--- src/hdl/isiq_pkg.sv ---
// ----------------------------------------------------------------------------
// isiq_pkg
// Shared types and codes for the interval set block: request modes, result
// status codes and the control word broadcast along the cell row.
// ----------------------------------------------------------------------------
package isiq_pkg;

	// fixed port widths
	localparam int COORD_W  = 32;
	localparam int STATUS_W = 2;
	localparam int COUNT_W  = 5;

	// request modes
	localparam logic MODE_INSERT = 1'b0;
	localparam logic MODE_QUERY  = 1'b1;

	// result status codes
	localparam logic [STATUS_W-1:0] STAT_DONE  = 2'd0;
	localparam logic [STATUS_W-1:0] STAT_FULL  = 2'd1;
	localparam logic [STATUS_W-1:0] STAT_ORDER = 2'd2;

	// operation applied by every cell in a cycle
	typedef enum logic [1:0] {
		CELL_IDLE,
		CELL_CMP,
		CELL_MERGE
	} cell_op_t;

	// control word broadcast to the row
	typedef struct packed {
		cell_op_t op;
		logic     ins_en;   // insert the new interval, shifting the tail right
		logic     mrg_en;   // first overlapping cell takes the union
	} cell_ctl_t;

endpackage

--- src/hdl/isiq_cell.sv ---
// ----------------------------------------------------------------------------
// isiq_cell
// One slot of the sorted interval row. Compares its interval with the
// broadcast request, takes the new interval or its left neighbor on insert,
// and pulls its right neighbor in during merge compaction.
// ----------------------------------------------------------------------------
module isiq_cell #(
	parameter int IDX  = 0,
	parameter int CW   = 32,
	parameter int CNTW = 5
) (
	input  logic                clk,
	input  logic                arst_n,
	input  isiq_pkg::cell_ctl_t ctl,
	input  logic [CW-1:0]       s,
	input  logic [CW-1:0]       e,
	input  logic [CNTW-1:0]     count,
	// left neighbor
	input  logic [CW-1:0]       l_start,
	input  logic [CW-1:0]       l_end,
	input  logic                l_below,
	input  logic                l_ov,
	// right neighbor
	input  logic [CW-1:0]       r_start,
	input  logic [CW-1:0]       r_end,
	input  logic                r_ov_q,
	// own state and compare flags
	output logic [CW-1:0]       start_q,
	output logic [CW-1:0]       end_q,
	output logic                ov_q,
	output logic                below,
	output logic                ov,
	output logic                hit,
	output logic                ov_next
);
	import isiq_pkg::*;

	localparam logic [CNTW-1:0] IDX_C = CNTW'(IDX);

	logic          valid;
	logic          end_lt_s;
	logic          start_le_e;
	logic          head;
	logic          below_q;
	logic          hd_q;
	logic          after_q;
	logic          below_d;
	logic          hd_d;
	logic [CW-1:0] start_d;
	logic [CW-1:0] end_d;

	// compare against the broadcast request
	assign valid      = IDX_C < count;
	assign end_lt_s   = end_q < s;
	assign start_le_e = start_q <= e;
	assign below      = valid & end_lt_s;
	assign ov         = valid & ~end_lt_s & start_le_e;
	assign head       = ov & ~l_ov;
	assign hit        = valid & (start_q <= s) & ~end_lt_s;
	assign after_q    = ~below_q & ~hd_q;

	// next slot contents and flags
	always_comb begin
		start_d = start_q;
		end_d   = end_q;
		below_d = below_q;
		hd_d    = hd_q;
		ov_next = ov_q;
		case (ctl.op)
			CELL_CMP: begin
				below_d = below;
				hd_d    = head;
				ov_next = ov & ~head;
				if (ctl.ins_en && !below) begin
					if (l_below) begin
						start_d = s;
						end_d   = e;
					end else begin
						start_d = l_start;
						end_d   = l_end;
					end
				end else if (ctl.mrg_en && head) begin
					start_d = (start_q < s) ? start_q : s;
					end_d   = (end_q > e) ? end_q : e;
				end
			end
			CELL_MERGE: begin
				if (hd_q) begin
					end_d = (r_end > end_q) ? r_end : end_q;
				end else if (after_q) begin
					start_d = r_start;
					end_d   = r_end;
					ov_next = r_ov_q;
				end
			end
			default: ;
		endcase
	end

	// flags
	always_ff @(posedge clk or negedge arst_n) begin
		if (!arst_n) begin
			below_q <= 1'b0;
			hd_q    <= 1'b0;
			ov_q    <= 1'b0;
		end else begin
			below_q <= below_d;
			hd_q    <= hd_d;
			ov_q    <= ov_next;
		end
	end

	// interval bounds
	always_ff @(posedge clk) begin
		start_q <= start_d;
		end_q   <= end_d;
	end

endmodule

--- config.mk ---
export PLATFORM = sky130hd
export DESIGN_NAME = isiq_cell
export DESIGN_NICKNAME = d
export VERILOG_FILES = /design/src/hdl/isiq_pkg.sv /design/src/hdl/isiq_cell.sv
export SDC_FILE = /design/constraint.sdc
export NUM_CORES = 1
export LEC_CHECK = 0
export BUFFER_PORTS_ARGS = -buffer_cell sky130_fd_sc_hd__buf_2
export CORE_ASPECT_RATIO = 1.4
export CORE_MARGIN = 2
export CORE_UTILIZATION = 35
export CTS_BUF_LIST = sky130_fd_sc_hd__clkbuf_16
export DETAILED_ROUTE_END_ITERATION = 8
export GPL_ROUTABILITY_DRIVEN = 0
export HOLD_SLACK_MARGIN = 0.05
export PLACE_DENSITY_LB_ADDON = 0.15
export SLEW_MARGIN = 5
export SYNTH_ARGS = -nofsm -noshare
export SYNTH_HDL_FRONTEND = slang
export SYNTH_SLANG_ARGS = --single-unit
--- constraint.sdc ---
create_clock -name clk -period 16.9 [get_ports clk]
set_input_delay 0.845 -clock clk [delete_from_list [all_inputs] [get_ports clk]]
set_output_delay 0.845 -clock clk [all_outputs]
set_load 0.005 [all_outputs]
# --- Word-level counts from Yosys, hierarchy flattened ---
# Cells that the tools add are included.
word_totals:
  output_inout_bits: 69
  rom_bits: 0
  ram_bits: 0
  mem_count: 0
  register_bits: 67
  inputBits: 206
  elab_cells: 58
  latchBits: 0
op_classes:
  magnitude_cmp: 7
  n_eq_ne: 9
  n_div: 0
  bitwise_logic: 13
  n_mul: 0
  n_addsub: 0
  shift: 0
  reduce_logical: 6
  muxes: 18
op_table:
  columns: ["operator", "n"]
  rows:
  - ["$mux W32", 13]
  - ["$pmux W32 S2", 2]
  - ["$gt A32 B32 Y1", 2]
  - ["$le A32 B32 Y1", 2]
  - ["$lt A32 B32 Y1", 2]
  - ["$ne A3 B3 Y1 const B", 5]
  - ["$reduce_and A5 Y1", 2]
  - ["$and A1 B1 Y1", 8]
  - ["$lt A1 B5 Y1 const A", 1]
  - ["$not A1 Y1", 5]
  - ["$ne A2 B2 Y1 const B", 2]
  - ["$eq A2 B1 Y1 const B", 1]
  - ["$eq A2 B2 Y1 const B", 1]
  - ["$logic_and A1 B1 Y1", 2]
  - ["$mux W1", 2]
  - ["$pmux W1 S2", 1]
  - ["$reduce_bool A2 Y1", 1]
  - ["$logic_not A1 Y1", 1]

# --- Depth between registers and ports, before layout ---
depth:
  word_depth: 9
  mapped_depth: 12

# --- Worst setup path before layout ---
# Ideal clock, no wire load.
synth_timing:
  path_type: "input to register"
  start: "input port e[7]"
  end: "register start_q[0] (enable)"
  setup_slack_ps: 10727
  stages: 9
  t_arrival_ps: 5662
  n_path_buf: 0
  cell_sequence: "inv_1 > ha_1 > a21oi_1 > o21ai_0 > a21o_1 > a2111o_1 > a21oi_1 > o2111ai_1 > o41ai_1"
synth_via:
  elab_chain_cells: 6
synth_lines:
  columns: ["item", "line_no", "source"]
  rows:
  - ["from (decl)", "isiq_cell.sv:16", "input logic [CW-1:0] e,"]
  - ["$le A32 B32 Y1", "isiq_cell.sv:55", "assign start_le_e = start_q <= e;"]
  - ["$and A1 B1 Y1", "isiq_cell.sv:57", "assign ov = valid & ~end_lt_s & start_le_e;"]
  - ["$and A1 B1 Y1", "isiq_cell.sv:58", "assign head = ov & ~l_ov;"]
  - ["$logic_and A1 B1 Y1", "isiq_cell.sv:82", "end else if (ctl.mrg_en && head) begin"]
  - ["$ne A3 B3 Y1 (no line)", null, null]
  - ["$reduce_and A5 Y1 (no line)", null, null]
  - ["to (signal assigned)", "isiq_cell.sv:115", "start_q <= start_d;"]
  - ["to (decl)", "isiq_cell.sv:28", "output logic [CW-1:0] start_q,"]
# Every way passes these cells.
# A chain may end at the register's enable or synchronous reset.

# --- Worst setup path after layout ---
layout_timing:
  start: "input port s[2]"
  end: "output port ov_next"
layout_via:
  elab_chain_cells: 8
layout_lines:
  columns: ["item", "line_no", "source"]
  rows:
  - ["from (decl)", "isiq_cell.sv:15", "input logic [CW-1:0] s,"]
  - ["$lt A32 B32 Y1 (*)", "isiq_cell.sv:54", "assign end_lt_s = end_q < s;"]
  - ["$not A1 Y1 (*)", "isiq_cell.sv:57", null]
  - ["$and A1 B1 Y1 (*) (2 in series)", "isiq_cell.sv:57", null]
  - ["$and A1 B1 Y1", "isiq_cell.sv:58", null]
  - ["$not A1 Y1", "isiq_cell.sv:73", "ov_next = ov & ~head;"]
  - ["$and A1 B1 Y1 (*)", "isiq_cell.sv:73", null]
  - ["$pmux W1 S2 (*)", "isiq_cell.sv:69", "case (ctl.op)"]
  - ["to (decl)", "isiq_cell.sv:34", "output logic ov_next"]
# Mark *: on every way between the ends. The rest lies on a longest branch, timed or not.

==> reports/summary.txt <==
==================================================================================================
Status                                                                                finished clean
Crit-path most repeated cell                                                                 buf_2
Drc violations                                                                                   0
TritonCTS Sinks                                                                                 67
Post-Syn Area                                                                           7490 sq um
Cell class contributing the biggest share of worst-path delay                         compound AO/OA/AOI/OAI gates
Number of enable-type register cells in the synthesized netlist                                 64
Net count, final                                                                              1516
Power density cells                                                                   72.2 nW/um^2
Rows                                                                                            63
Top flip-flop cell by instance count after synthesis                                      edfxtp_1
Die Ht                                                                                      177 um
Largest fanout of any net on the critical path                                                   6
Total routing usage reported by global routing                                               0.228
Core Region                                                                            21100 sq um
Count of pins over their slew limit                                                              0
Detailed-route wire length per cell                                                        18.3 um
Clk buf depth                                                                                    2
Final Routed Wirelength                                                                    25.9 mm
Slowest cell on the critical path                                                          o41ai_1
Met3 Usage GRT                                                                              0.0302
Worst max-slew margin expressed relative to the limit                                        0.478
Clock skew after layout                                                                    10.7 ps
Peak supply drop                                                                       0.0000506 V
Clk_lat worst skew                                                                          360 ps
Num CTS Buffers                                                                                  9
Worst Setup Slack post-DPL                                                                12380 ps
Post-layout minimum cycle time                                                             4520 ps
Bufs and invs on worst path                                                                      3
Hold_buf cts                                                                                     0
WS Path Type                                                                          input port to primary output
Slew @ Worst Pin                                                                            781 ps
Clock transition time at the flip-flop clock pins of the worst setup and hold paths          60 ps
Clock tree from TritonCTS                                                                     done
Share of final-layout standard cells stronger than drive strength 1                          0.269
Stage delay of the slowest cell on the critical path                                        590 ps
Setup total negative slack                                                                    0 ps
Area share of the leading cell type in the synthesized netlist                               0.269
Clock root buffer                                                                        clkbuf_16
Syn Inst Count                                                                                 885
GRT busiest layer                                                                             met2
Cell taking the most area after synthesis                                                     ha_1
Most instantiated library cell after synthesis                                             a21oi_1
Ratio of final minimum period to clock period                                                0.268
Die Area                                                                               22600 sq um
Length of the first detailed-routing pass in iterations                                          5
Area growth from synthesis to layout                                                         25.6%
Largest cells by area after synthesis                                                 ha_1 27%, edfxtp_1 26%, a21oi_1 11%
Post-synthesis net count                                                                      1252
Most common library cells after synthesis                                             166 x a21oi_1, 161 x ha_1, 102 x inv_1, 90 x nand2_1, 71 x nor2b_1
Met1 routing resource usage after global routing                                             0.255
Post-CTS setup repair buffer count                                                               0
Crit path DAT                                                                              3680 ps
Number of ports placed on the die boundary                                                     275
Count of state elements after synthesis                                                         67
Number of nets with antenna violations after detailed routing                                    0
Global-route wire length before repair                                                     39.4 mm
GR met2 Demand/Resource                                                                      0.433
F_max                                                                                      221 MHz
Port buffer count                                                                              274
Initial core utilization                                                                     0.354
Die boundary width                                                                          128 um
Number of antenna violations at the first check in global routing                                2
Number of max-capacitance violations reported                                                    0
Worst Slack Setup Final                                                                   12380 ps
Ordered cell list for the critical path                                               buf_2 > inv_1 > ha_1 > nand2_1 > o21ai_0 > a41oi_1 > o41ai_1 > a211o_2 > o2111ai_1 > o31ai_1 > buf_2
Total of endpoints with negative setup slack in the final report                                 0
Kind of start point of the critical path                                                input port
Leftover overflow at the end of global routing                                                   0
Kind of end point of the critical path                                                primary output
CP required                                                                               16060 ps
Mean area per synthesized cell                                                          8.46 sq um
Vias per cell                                                                                 5.18
Number of H-tree levels                                                                          3
First-iteration detailed-routing DRC count                                                     284
Share of the yosys chip area belonging to registers                                          0.267
Number of hold-slack violations in the final timing report                                       0
Worst hold-check path type                                                            input port to asynchronous set/reset pin
Synth async-reset ratio                                                                     0.0448
Number of warnings issued by yosys                                                               0
Post-cts resize count                                                                            0
Via count of the first global-routing pass                                                    7629
DP Wirelength                                                                              21.6 mm
Post-synthesis cell type count                                                                  46
Pin count of the biggest net entering global routing                                            82
Overall via count from detail_route                                                           7336
Unrepaired setup endpoints after global routing                                                 no
Leakage power figure                                                                       4.80 nW
==================================================================================================
==> sequential cells by signal (all words and copies together), names as in the netlist <==
name / flops
end_q: 32
start_q: 32
below_q: 1
hd_q: 1
ov_q: 1
==> stage by stage <==
step           hold slack [ps]  cell area, sq um  total power [mW]  cells  utilization
4_1_cts                    276              9400             0.686   1414        0.445
2_1_floorplan              544              7490             0.363    885            -
3_3_place_gp               598              9070             0.457   1398        0.429
3_5_place_dp               599              9070             0.460   1398        0.429
5_1_grt                    285              9400             0.722   1415        0.445
6_report                   279              9400             0.679   1416        0.445
==> layout make-up <==
cell class                 count  area, sq um
fill                        2231        11700
multi-input combinational    688         4940
sequential                    67         2000
timing repair buffer         281         1420
inverter                     102          383
tap                          260          325
clock buffer                   9          225
clock inverter                 7          108
antenna                        2         5.00
==> metal layers <==
metal	part of all wire	routed length [um]	vias up
li1	-	-	3736
met1	0.40	10300	3342
met2	0.53	13700	223
met3	0.048	1250	35
met4	0.026	677	0
met5	0	0	-
==> cell usage in the layout (no fill, tap or decap), types with 26 or more instances in the layout <==
cell type / count
a21oi_1: 166
buf_2: 274
edfxtp_1: 64
ha_1: 160
inv_1: 103
nand2_1: 90
nand4_1: 29
nor2_1: 29
nor2b_1: 71
o21ai_0: 26
==> final timing paths <==
kind                                startpoint  depth (start not counted)  slack (ps)                   to
hold / removal                          arst_n                          1         280  below_q$_DFFE_PN0N_
hold reg to reg            below_q$_DFFE_PN0N_                          1         610  below_q$_DFFE_PN0N_
setup reg to reg            end_q[2]$_DFFE_PP_                         10       12990  end_q[23]$_DFFE_PP_
max in group asynchronous               arst_n                          1       16500     hd_q$_DFFE_PN0N_
setup / recovery                          s[2]                         11       12380              ov_next
min in group clk           below_q$_DFFE_PN0N_                          1         610  below_q$_DFFE_PN0N_
==> where the power goes <==
group	leakage, nW	switching [mW]	internal, mW
clock	0.168	0.0820	0.143
sequential	0.639	0.0211	0.207
combinational	4.00	0.126	0.101
==> cell families after synthesis <==
family / Yosys count / share of synthesized area
AO/OA/AOI/OAI: 270 / 0.213
adder cells (fa/ha/maj): 161 / 0.269
buffers and inverters: 130 / 0.0777
flip-flops: 67 / 0.267
multiplexers: 3 / 0.00434
AND/OR/NAND/NOR: 254 / 0.170
No activity file was read; power rests on OpenSTA's default activity.
